`src/sv/ftmc_pkg.sv`:
```
`timescale 1ns / 1ps

package ftmc_pkg;

    // Field and register widths.
    localparam int TEMP_W    = 11;
    localparam int THR_W     = 7;
    localparam int TICKS_W   = 13;
    localparam int DUTY_W    = 7;
    localparam int ADDR_W    = 5;
    localparam int DATA_W    = 32;

    // Default width of the tick counter.
    localparam int COUNTER_BITS_DEF = 13;

    // Register reset values.
    localparam logic [THR_W-1:0]   LOW_THR_RST   = 7'd23;
    localparam logic [THR_W-1:0]   HIGH_THR_RST  = 7'd25;
    localparam logic [THR_W-1:0]   CRIT_THR_RST  = 7'd27;
    localparam logic [TICKS_W-1:0] HOLD_RST      = 13'd3000;
    localparam logic [TICKS_W-1:0] EMERG_RST     = 13'd5000;

    // Fan duty codes in percent.
    localparam logic [DUTY_W-1:0]  DUTY_OFF      = 7'd0;
    localparam logic [DUTY_W-1:0]  DUTY_HALF     = 7'd50;
    localparam logic [DUTY_W-1:0]  DUTY_FULL     = 7'd100;

    // Register indexes (word address).
    localparam logic [2:0] REG_LOW_THR  = 3'd0;
    localparam logic [2:0] REG_HIGH_THR = 3'd1;
    localparam logic [2:0] REG_CRIT_THR = 3'd2;
    localparam logic [2:0] REG_HOLD     = 3'd3;
    localparam logic [2:0] REG_EMERG    = 3'd4;

    typedef enum logic [2:0] {
        MODE_CONNECTING = 3'd0,
        MODE_OFF        = 3'd1,
        MODE_HALF       = 3'd2,
        MODE_FULL       = 3'd3,
        MODE_EMERGENCY  = 3'd4,
        MODE_LATCHED    = 3'd5
    } mode_t;

    // Whole degrees to tenths, as a signed value wide enough for 10 * 127.
    function automatic logic signed [TEMP_W:0] tenths_of(input logic [THR_W-1:0] deg);
        logic [TEMP_W:0] sum;
        sum = {2'b00, deg, 3'b000} + {4'b0000, deg, 1'b0};
        return signed'(sum);
    endfunction

endpackage

```
`src/sv/fan_thermostat_mode_controller.sv`:
```
// Path: a beat accepted into the input register moves on to the result register,
// from which its result is offered.
// Throughput: one beat per cycle; the mode and counter update as each beat moves on,
// and the input stalls only while both registers hold beats and the result side stalls.
// Reset: rst_n is asynchronous and active low; mode goes to connecting, the
// tick counter to zero, and the registers to their default thresholds and lengths.
`timescale 1ns / 1ps

module fan_thermostat_mode_controller
    import ftmc_pkg::*;
#(
    parameter int COUNTER_BITS = COUNTER_BITS_DEF
)
(
    input  logic                     clk,
    input  logic                     rst_n,

    // Configuration port
    input  logic                     psel,
    input  logic                     penable,
    input  logic                     pwrite,
    input  logic [ADDR_W-1:0]        paddr,
    input  logic [DATA_W-1:0]        pwdata,
    output logic [DATA_W-1:0]        prdata,
    output logic                     pready,

    // Input channel
    input  logic                     item_valid,
    output logic                     item_stall,
    input  logic signed [TEMP_W-1:0] temperature_tenths,
    input  logic                     sensor_error,
    input  logic                     key_pressed,

    // Result channel
    output logic                     result_valid,
    input  logic                     result_stall,
    output logic [DUTY_W-1:0]        fan_duty,
    output logic                     water_on,
    output logic [2:0]               mode,
    output logic                     fault_restart
);

    // The counter and the lengths are compared at a common width.
    localparam int CMP_W = (COUNTER_BITS > TICKS_W) ? COUNTER_BITS : TICKS_W;

    // ------------------------------------------------------------------
    // Configuration registers. Writes complete in the access phase; pready
    // is tied high, so there are no wait states.
    // ------------------------------------------------------------------
    logic [THR_W-1:0]   low_thr_reg;
    logic [THR_W-1:0]   high_thr_reg;
    logic [THR_W-1:0]   crit_thr_reg;
    logic [TICKS_W-1:0] hold_reg;
    logic [TICKS_W-1:0] emerg_reg;
    logic               cfg_write;

    assign pready    = 1'b1;
    assign cfg_write = psel && penable && pwrite;

    always_ff @(posedge clk or negedge rst_n)
    begin
        if (!rst_n)
        begin
            low_thr_reg  <= LOW_THR_RST;
            high_thr_reg <= HIGH_THR_RST;
            crit_thr_reg <= CRIT_THR_RST;
            hold_reg     <= HOLD_RST;
            emerg_reg    <= EMERG_RST;
        end
        else if (cfg_write)
        begin
            case (paddr[4:2])
                REG_LOW_THR:  low_thr_reg  <= pwdata[THR_W-1:0];
                REG_HIGH_THR: high_thr_reg <= pwdata[THR_W-1:0];
                REG_CRIT_THR: crit_thr_reg <= pwdata[THR_W-1:0];
                REG_HOLD:     hold_reg     <= pwdata[TICKS_W-1:0];
                REG_EMERG:    emerg_reg    <= pwdata[TICKS_W-1:0];
                default:      ;
            endcase
        end
    end

    // Read data is decoded straight from the address.
    always_comb
    begin
        case (paddr[4:2])
            REG_LOW_THR:  prdata = {{(DATA_W-THR_W){1'b0}}, low_thr_reg};
            REG_HIGH_THR: prdata = {{(DATA_W-THR_W){1'b0}}, high_thr_reg};
            REG_CRIT_THR: prdata = {{(DATA_W-THR_W){1'b0}}, crit_thr_reg};
            REG_HOLD:     prdata = {{(DATA_W-TICKS_W){1'b0}}, hold_reg};
            REG_EMERG:    prdata = {{(DATA_W-TICKS_W){1'b0}}, emerg_reg};
            default:      prdata = '0;
        endcase
    end

    // ------------------------------------------------------------------
    // Handshake. The input register takes a beat whenever it is empty or
    // drains in the same cycle; it drains whenever the result register is
    // empty or its beat is being taken. A waiting result therefore blocks
    // the input only once the input register also holds a beat.
    // ------------------------------------------------------------------
    logic                     s1_valid_reg;
    logic                     result_valid_reg;
    logic                     item_accept;
    logic                     advance;

    assign advance      = s1_valid_reg && (!result_valid_reg || !result_stall);
    assign item_stall   = s1_valid_reg && !advance;
    assign item_accept  = item_valid && !item_stall;
    assign result_valid = result_valid_reg;

    always_ff @(posedge clk or negedge rst_n)
    begin
        if (!rst_n)
        begin
            s1_valid_reg     <= 1'b0;
            result_valid_reg <= 1'b0;
        end
        else
        begin
            if (item_accept)
                s1_valid_reg <= 1'b1;
            else if (advance)
                s1_valid_reg <= 1'b0;

            if (advance)
                result_valid_reg <= 1'b1;
            else if (!result_stall)
                result_valid_reg <= 1'b0;
        end
    end

    // Input payload register.
    logic signed [TEMP_W-1:0] temp_s1_reg;
    logic                     err_s1_reg;
    logic                     key_s1_reg;

    always_ff @(posedge clk)
    begin
        if (item_accept)
        begin
            temp_s1_reg <= temperature_tenths;
            err_s1_reg  <= sensor_error;
            key_s1_reg  <= key_pressed;
        end
    end

    // ------------------------------------------------------------------
    // Temperature compares. A reading is above a threshold when it is
    // strictly greater than ten times the whole-degree value, and below it
    // when strictly less.
    // ------------------------------------------------------------------
    logic signed [TEMP_W:0] temp_ext;
    logic signed [TEMP_W:0] low_tenths;
    logic signed [TEMP_W:0] high_tenths;
    logic signed [TEMP_W:0] crit_tenths;
    logic                   above_low;
    logic                   below_low;
    logic                   above_high;
    logic                   below_high;
    logic                   above_crit;

    assign temp_ext    = {temp_s1_reg[TEMP_W-1], temp_s1_reg};
    assign low_tenths  = tenths_of(low_thr_reg);
    assign high_tenths = tenths_of(high_thr_reg);
    assign crit_tenths = tenths_of(crit_thr_reg);
    assign above_low   = temp_ext > low_tenths;
    assign below_low   = temp_ext < low_tenths;
    assign above_high  = temp_ext > high_tenths;
    assign below_high  = temp_ext < high_tenths;
    assign above_crit  = temp_ext > crit_tenths;

    // ------------------------------------------------------------------
    // Mode machine and the shared tick counter. Half fan and emergency both
    // time with the same counter; it saturates at all ones, so a length that
    // the counter cannot reach never expires. A length of zero expires on
    // every tick, as a length of one does.
    // ------------------------------------------------------------------
    mode_t                   mode_reg;
    mode_t                   mode_next;
    logic [COUNTER_BITS-1:0] counter_reg;
    logic [COUNTER_BITS-1:0] counter_next;
    logic [COUNTER_BITS-1:0] counter_inc;
    logic [TICKS_W-1:0]      timer_len;
    logic                    timer_done;
    logic                    fault;

    assign counter_inc = (counter_reg == '1) ? counter_reg : counter_reg + 1'b1;
    assign timer_len   = (mode_reg == MODE_EMERGENCY) ? emerg_reg : hold_reg;
    assign timer_done  = CMP_W'(counter_inc) >= CMP_W'(timer_len);

    always_comb
    begin
        mode_next    = mode_reg;
        counter_next = counter_reg;
        fault        = 1'b0;

        // A sensor error outside connecting restarts the whole sequence.
        if (err_s1_reg && mode_reg != MODE_CONNECTING)
        begin
            mode_next    = MODE_CONNECTING;
            counter_next = '0;
            fault        = 1'b1;
        end
        else
        begin
            case (mode_reg)
                MODE_CONNECTING:
                begin
                    if (!err_s1_reg)
                        mode_next = MODE_OFF;
                end
                MODE_OFF:
                begin
                    if (above_low)
                    begin
                        counter_next = '0;
                        mode_next    = MODE_HALF;
                    end
                end
                MODE_HALF:
                begin
                    // On expiry the timer restarts and the reading is judged;
                    // going to full outranks going to off.
                    if (timer_done)
                    begin
                        counter_next = '0;
                        if (above_high)
                            mode_next = MODE_FULL;
                        else if (below_low)
                            mode_next = MODE_OFF;
                    end
                    else
                        counter_next = counter_inc;
                end
                MODE_FULL:
                begin
                    if (above_crit)
                    begin
                        counter_next = '0;
                        mode_next    = MODE_EMERGENCY;
                    end
                    else if (below_high)
                    begin
                        counter_next = '0;
                        mode_next    = MODE_HALF;
                    end
                end
                MODE_EMERGENCY:
                begin
                    if (timer_done)
                    begin
                        counter_next = '0;
                        mode_next    = MODE_LATCHED;
                    end
                    else
                        counter_next = counter_inc;
                end
                MODE_LATCHED:
                begin
                    if (key_s1_reg)
                        mode_next = MODE_CONNECTING;
                end
                default:
                begin
                    // Codes outside the mode list are treated as a restart.
                    mode_next    = MODE_CONNECTING;
                    counter_next = '0;
                    fault        = 1'b1;
                end
            endcase
        end
    end

    // Drive levels follow the mode handled on this tick; a restart drives nothing.
    logic [DUTY_W-1:0] duty;
    logic              water;

    always_comb
    begin
        duty  = DUTY_OFF;
        water = 1'b0;
        if (!fault)
        begin
            case (mode_reg)
                MODE_HALF:      duty  = DUTY_HALF;
                MODE_FULL:      duty  = DUTY_FULL;
                MODE_EMERGENCY: water = 1'b1;
                default:        ;
            endcase
        end
    end

    always_ff @(posedge clk or negedge rst_n)
    begin
        if (!rst_n)
        begin
            mode_reg    <= MODE_CONNECTING;
            counter_reg <= '0;
        end
        else if (advance)
        begin
            mode_reg    <= mode_next;
            counter_reg <= counter_next;
        end
    end

    // Result payload register.
    logic [DUTY_W-1:0] duty_reg;
    logic              water_reg;
    logic [2:0]        mode_out_reg;
    logic              fault_reg;

    always_ff @(posedge clk)
    begin
        if (advance)
        begin
            duty_reg     <= duty;
            water_reg    <= water;
            mode_out_reg <= mode_next;
            fault_reg    <= fault;
        end
    end

    assign fan_duty      = duty_reg;
    assign water_on      = water_reg;
    assign mode          = mode_out_reg;
    assign fault_restart = fault_reg;

    // ------------------------------------------------------------------
    // Assertions
    // ------------------------------------------------------------------

    // The counter only runs in half fan and emergency; it is zero elsewhere.
    a_counter_idle: assert property (@(posedge clk) disable iff (!rst_n)
        (mode_reg == MODE_CONNECTING || mode_reg == MODE_OFF ||
         mode_reg == MODE_FULL || mode_reg == MODE_LATCHED) |-> counter_reg == '0)
        else $error("tick counter not clear outside a timed mode");

    // A restart beat drives nothing and reports connecting.
    a_fault_beat: assert property (@(posedge clk) disable iff (!rst_n)
        (result_valid && fault_restart) |->
            (mode == MODE_CONNECTING && fan_duty == DUTY_OFF && !water_on))
        else $error("restart beat carries drive or a wrong mode");

    // Water is driven only from emergency, which leads to emergency or latched.
    a_water_mode: assert property (@(posedge clk) disable iff (!rst_n)
        (result_valid && water_on) |->
            ((mode == MODE_EMERGENCY || mode == MODE_LATCHED) && fan_duty == DUTY_OFF))
        else $error("water driven outside emergency");

    // The input side only stalls when the input register holds a beat
    // that cannot move on.
    a_stall_cause: assert property (@(posedge clk) disable iff (!rst_n)
        item_stall |-> (s1_valid_reg && result_valid_reg && result_stall))
        else $error("input stalled without a blocked beat");

    // The mode register only changes when a beat moves to the result register.
    a_mode_hold: assert property (@(posedge clk) disable iff (!rst_n)
        !advance |=> $stable(mode_reg))
        else $error("mode changed without a beat");

endmodule

```
`config.mk`:
```
export PLATFORM = sky130hd
export DESIGN_NAME = fan_thermostat_mode_controller
export DESIGN_NICKNAME = d
export VERILOG_FILES = /design/src/sv/ftmc_pkg.sv /design/src/sv/fan_thermostat_mode_controller.sv
export SDC_FILE = /design/constraint.sdc
export NUM_CORES = 1
export LEC_CHECK = 0
export ABC_AREA = 1
export BUFFER_PORTS_ARGS = -buffer_cell sky130_fd_sc_hd__buf_2
export CORE_MARGIN = 2
export CORE_UTILIZATION = 40
export CTS_CLUSTER_SIZE = 20
export DETAILED_ROUTE_END_ITERATION = 7
export GPL_ROUTABILITY_DRIVEN = 0
export PLACE_DENSITY_LB_ADDON = 0.05
export SLEW_MARGIN = 15
export SYNTH_ARGS = -nofsm -noshare
export SYNTH_HDL_FRONTEND = slang
export SYNTH_SLANG_ARGS = --single-unit
```
`constraint.sdc`:
```
create_clock -name clk -period 3.05 [get_ports clk]
set_input_delay 0 -clock clk [delete_from_list [all_inputs] [get_ports clk]]
set_output_delay 0 -clock clk [all_outputs]
set_load 0.02 [all_outputs]
```
==> results.md <==
- CTS root buf: clkbuf_16
- Slew HR: 41.86%
- Clock transition at path regs: 0.06 ns
- Fin. max-slew vios: 0
- Via-to-Cell Ratio: 4.914
- YS warnings: 0
- Final hold violation count: 0
- Ant. Diodes: 0
- Htree depth: 3
- Mapped cell area: 0.005997 mm2
- Fin crit period: 3.102 ns
- Sequential fraction of the synthesis area: 38.12%
- Clock Sinks: 86
- CTS Buf Count: 9
- Rows: 44
- Die ar.: 0.01599 mm2
- Placeable Area: 0.01459 mm2
- Setup TNS: -0.4286 ns
- Worst-margin pin slew: 0.8722 ns
- Post-route ant nets: 0
- Failing checks: negative setup slack
- Total global-route track usage: 20.06%
- Comb power frac: 40.8%
- Crit path kind: reg2reg
- Clk_skew: 0.005273 ns
- Layout cell share with drive strength beyond 1: 22.76%
- Sw power: 1.764 mW
- Unrepaired setup endpoints after global routing: true
- Synthesized instance count: 770
- Pleak: 3.671 nW
- First-pass GRT wire length: 25420 um
- DR WL/cell: 14.79 um
- P&R area growth vs syn: 25.64%
- Chip width: 126.4 um
- Grt total ovfl: 0
- Initial core utilization: 41.11%
- Drt drc: 0
- Post-DP HPWL: 11650 um
- Drt total wl: 15910 um
- Status: finished with violations
- Worst-case clock buffer depth: 2
- Largest net degree at the start of global routing: 66
- IO Port Bufs: 60
- MaxCap Viol Count: 0
- Initial antenna violation count: 0
- Post-Route Utilization: 51.65%
- CTS tree: yes
- Fmax: 0.3224 GHz
- Fin nets: 1007
- Clock Power Share: 26.3%
- Data required, critical path: 3.32 ns
- Pint: 2.955 mW
- Vias: 5287
- Latest clock arrival within the worst-skew pair: 0.35 ns
- Post-synth top area share: 17.53%
- Fillers: 1422
- Share of flip-flops with an asynchronous set or reset: 75.58%
- Boundary pin count: 104
- CP max FO: 6
- DR iter-0 viols: 342
- Number of synthesized flops with an enable pin: 21
- Die span in y: 126.4 um
- Peak VDD IR: 0.0004024 V
- Final setup vio count: 14
- Sw frac: 37.39%
- Number of global-route vias before repair: 4989
- Total power: 4.719 mW
- Critical path launch point type: flop
- Most used DFF post-synth: dfrtp_1
- HP Class: in2reg
- P per Cell Area: 626.3 mW/mm2
- Syn Area/Cell: 7.788 um2
- Sequential Power Share: 32.8%
- Final worst slack: -0.05181 ns
- Yosys top cell by area: dfrtp_1
- Ranking of synthesized cells by area: dfrtp_1 (18%), nand2_1 (14%), ha_1 (13%)
- Netlist cell types: 39
- Number of synthesized register bits: 86
- Ratio of final minimum period to clock period: 101.7%
- Setup crit end kind: flop
- TritonRoute pass-1 iters: 5
- Worst Path Arrival: 3.37 ns
metrics by stage:
step	cells	setup slack, ns	instance area, um2	hold WS [ns]
after floorplan	790	0.005247	6077	-0.2956
after global placement	1031	-0.02852	6671	0.1770
after detailed placement	1031	-0.1345	6671	0.1784
after CTS	1069	0.005024	7248	0.01176
after global routing	1076	-0.2340	7535	0.03987
final	1076	-0.05181	7535	0.01142
power groups by stage:
stage | sequential (mW) | clock [mW] | combinational [mW]
floorplan | 1.57 | 0 | 1.12
global placement | 1.56 | 0 | 1.65
detailed placement | 1.56 | 0 | 1.68
CTS | 1.54 | 1.27 | 1.72
global route | 1.57 | 1.31 | 2.19
finish | 1.55 | 1.24 | 1.93
cell usage after synthesis, drive strengths merged, types with 4 or more instances:
cell type / n
a21oi: 38
a22oi: 4
buf: 26
clkbuf: 12
dfrtp: 42
dfstp: 23
edfxtp: 21
ha: 60
inv: 100
nand2: 218
nand3: 32
nand4: 12
nor2: 35
nor3: 14
o21ai: 91
xnor2: 8
xor2: 12
final cells by class:
class | instances | area, um2 | area share, %
multi-input cells | 565 | 3388 | 44.97
clock buffers | 13 | 292.8 | 3.886
clock inverters | 3 | 46.29 | 0.6144
flip-flops and latches | 86 | 2286 | 30.34
inverters | 101 | 379.1 | 5.032
well taps | 184 | 230.2 | 3.055
repair buffers | 124 | 912.1 | 12.11
what timing repair did:
action | CTS | global route
gates resized for setup | 7 | 57
endpoints found under the setup margin | 17 | 19
gates cloned | 0 | 3
endpoints found under the hold margin | 69 | 0
pin swaps | 4 | 25
hold buffers | 22 | 0
buffers inserted | 0 | 4
final timing paths:
| check | from | slack (ns) | to | cells after the start |
|---|---|---|---|---|
| min | pwdata[6] | 0.01 | hold_reg[6] | 3 |
| min in group asynchronous | rst_n | 0.36 | s1_valid_reg | 3 |
| min reg2reg | s1_valid_reg | 0.48 | result_valid | 2 |
| max reg2reg | crit_thr_reg[3] | -0.05 | counter_reg[12] | 16 |
| max in group asynchronous | rst_n | 2.10 | crit_thr_reg[2] | 3 |
| max | crit_thr_reg[3] | -0.05 | counter_reg[12] | 16 |
placed cells by master (no fill, tap or decap), types with 4 or more instances in the layout:
cell type	Yosys	routed
nor3_1	12	10
edfxtp_1	21	21
nor2_1	34	33
dlygate4sd3_1	0	22
a22oi_1	4	4
ha_1	60	57
clkbuf_16	0	13
xnor2_1	8	7
buf_2	2	60
dfstp_2	23	23
nand3_1	31	24
inv_1	96	93
nand4_1	12	12
inv_2	4	7
o21ai_0	82	73
buf_4	24	36
nand2_1	217	203
dfrtp_1	42	42
conb_1	2	22
o21ai_2	1	7
a21oi_1	37	29
o21ai_1	8	11
nand2_2	1	13
a21oi_2	1	9
nand3_2	1	7
xor2_1	11	11
cells by family (layout without fill, tap and decap cells):
kind of cell	count (synthesis)	after routing	share of synthesized area, %
xor gates and xnor gates	20	20	3.046
AOI/OAI and AO/OA	141	141	12.58
DFF	86	86	38.12
buffers and inverters	139	241	10.24
adders and majority gates	63	63	13.52
other	2	22	0.1252
and+or+nand+nor	319	319	22.37
layer usage:
layer  share of wire [%]  vias to the layer above  GRT usage [%]  wire, um
met3                 4.3                       19          2.741       690
met2                  45                      142          31.87      7202
met4                 1.7                        0          6.206       268
li1                    -                     2714              -         -
met5                   0                        -              0         0
met1                  49                     2412          28.52      7747
worst max-delay path, stage by stage (launching register included):
cell and delay, ns:
dfstp_2 0.59, ha_1 0.31, a21oi_2 0.18, nand2_1 0.06, nand2_1 0.08, a21oi_1 0.08
xnor2_1 0.27, ha_1 0.32, buf_4 0.15, nand4_1 0.09, nor3_1 0.05, nand2_1 0.12
nand3_2 0.12, nand3_2 0.11, nand3_4 0.14, clkbuf_16 0.20, o21ai_1 0.15
Note: power is estimated with default switching activity, not from simulation.
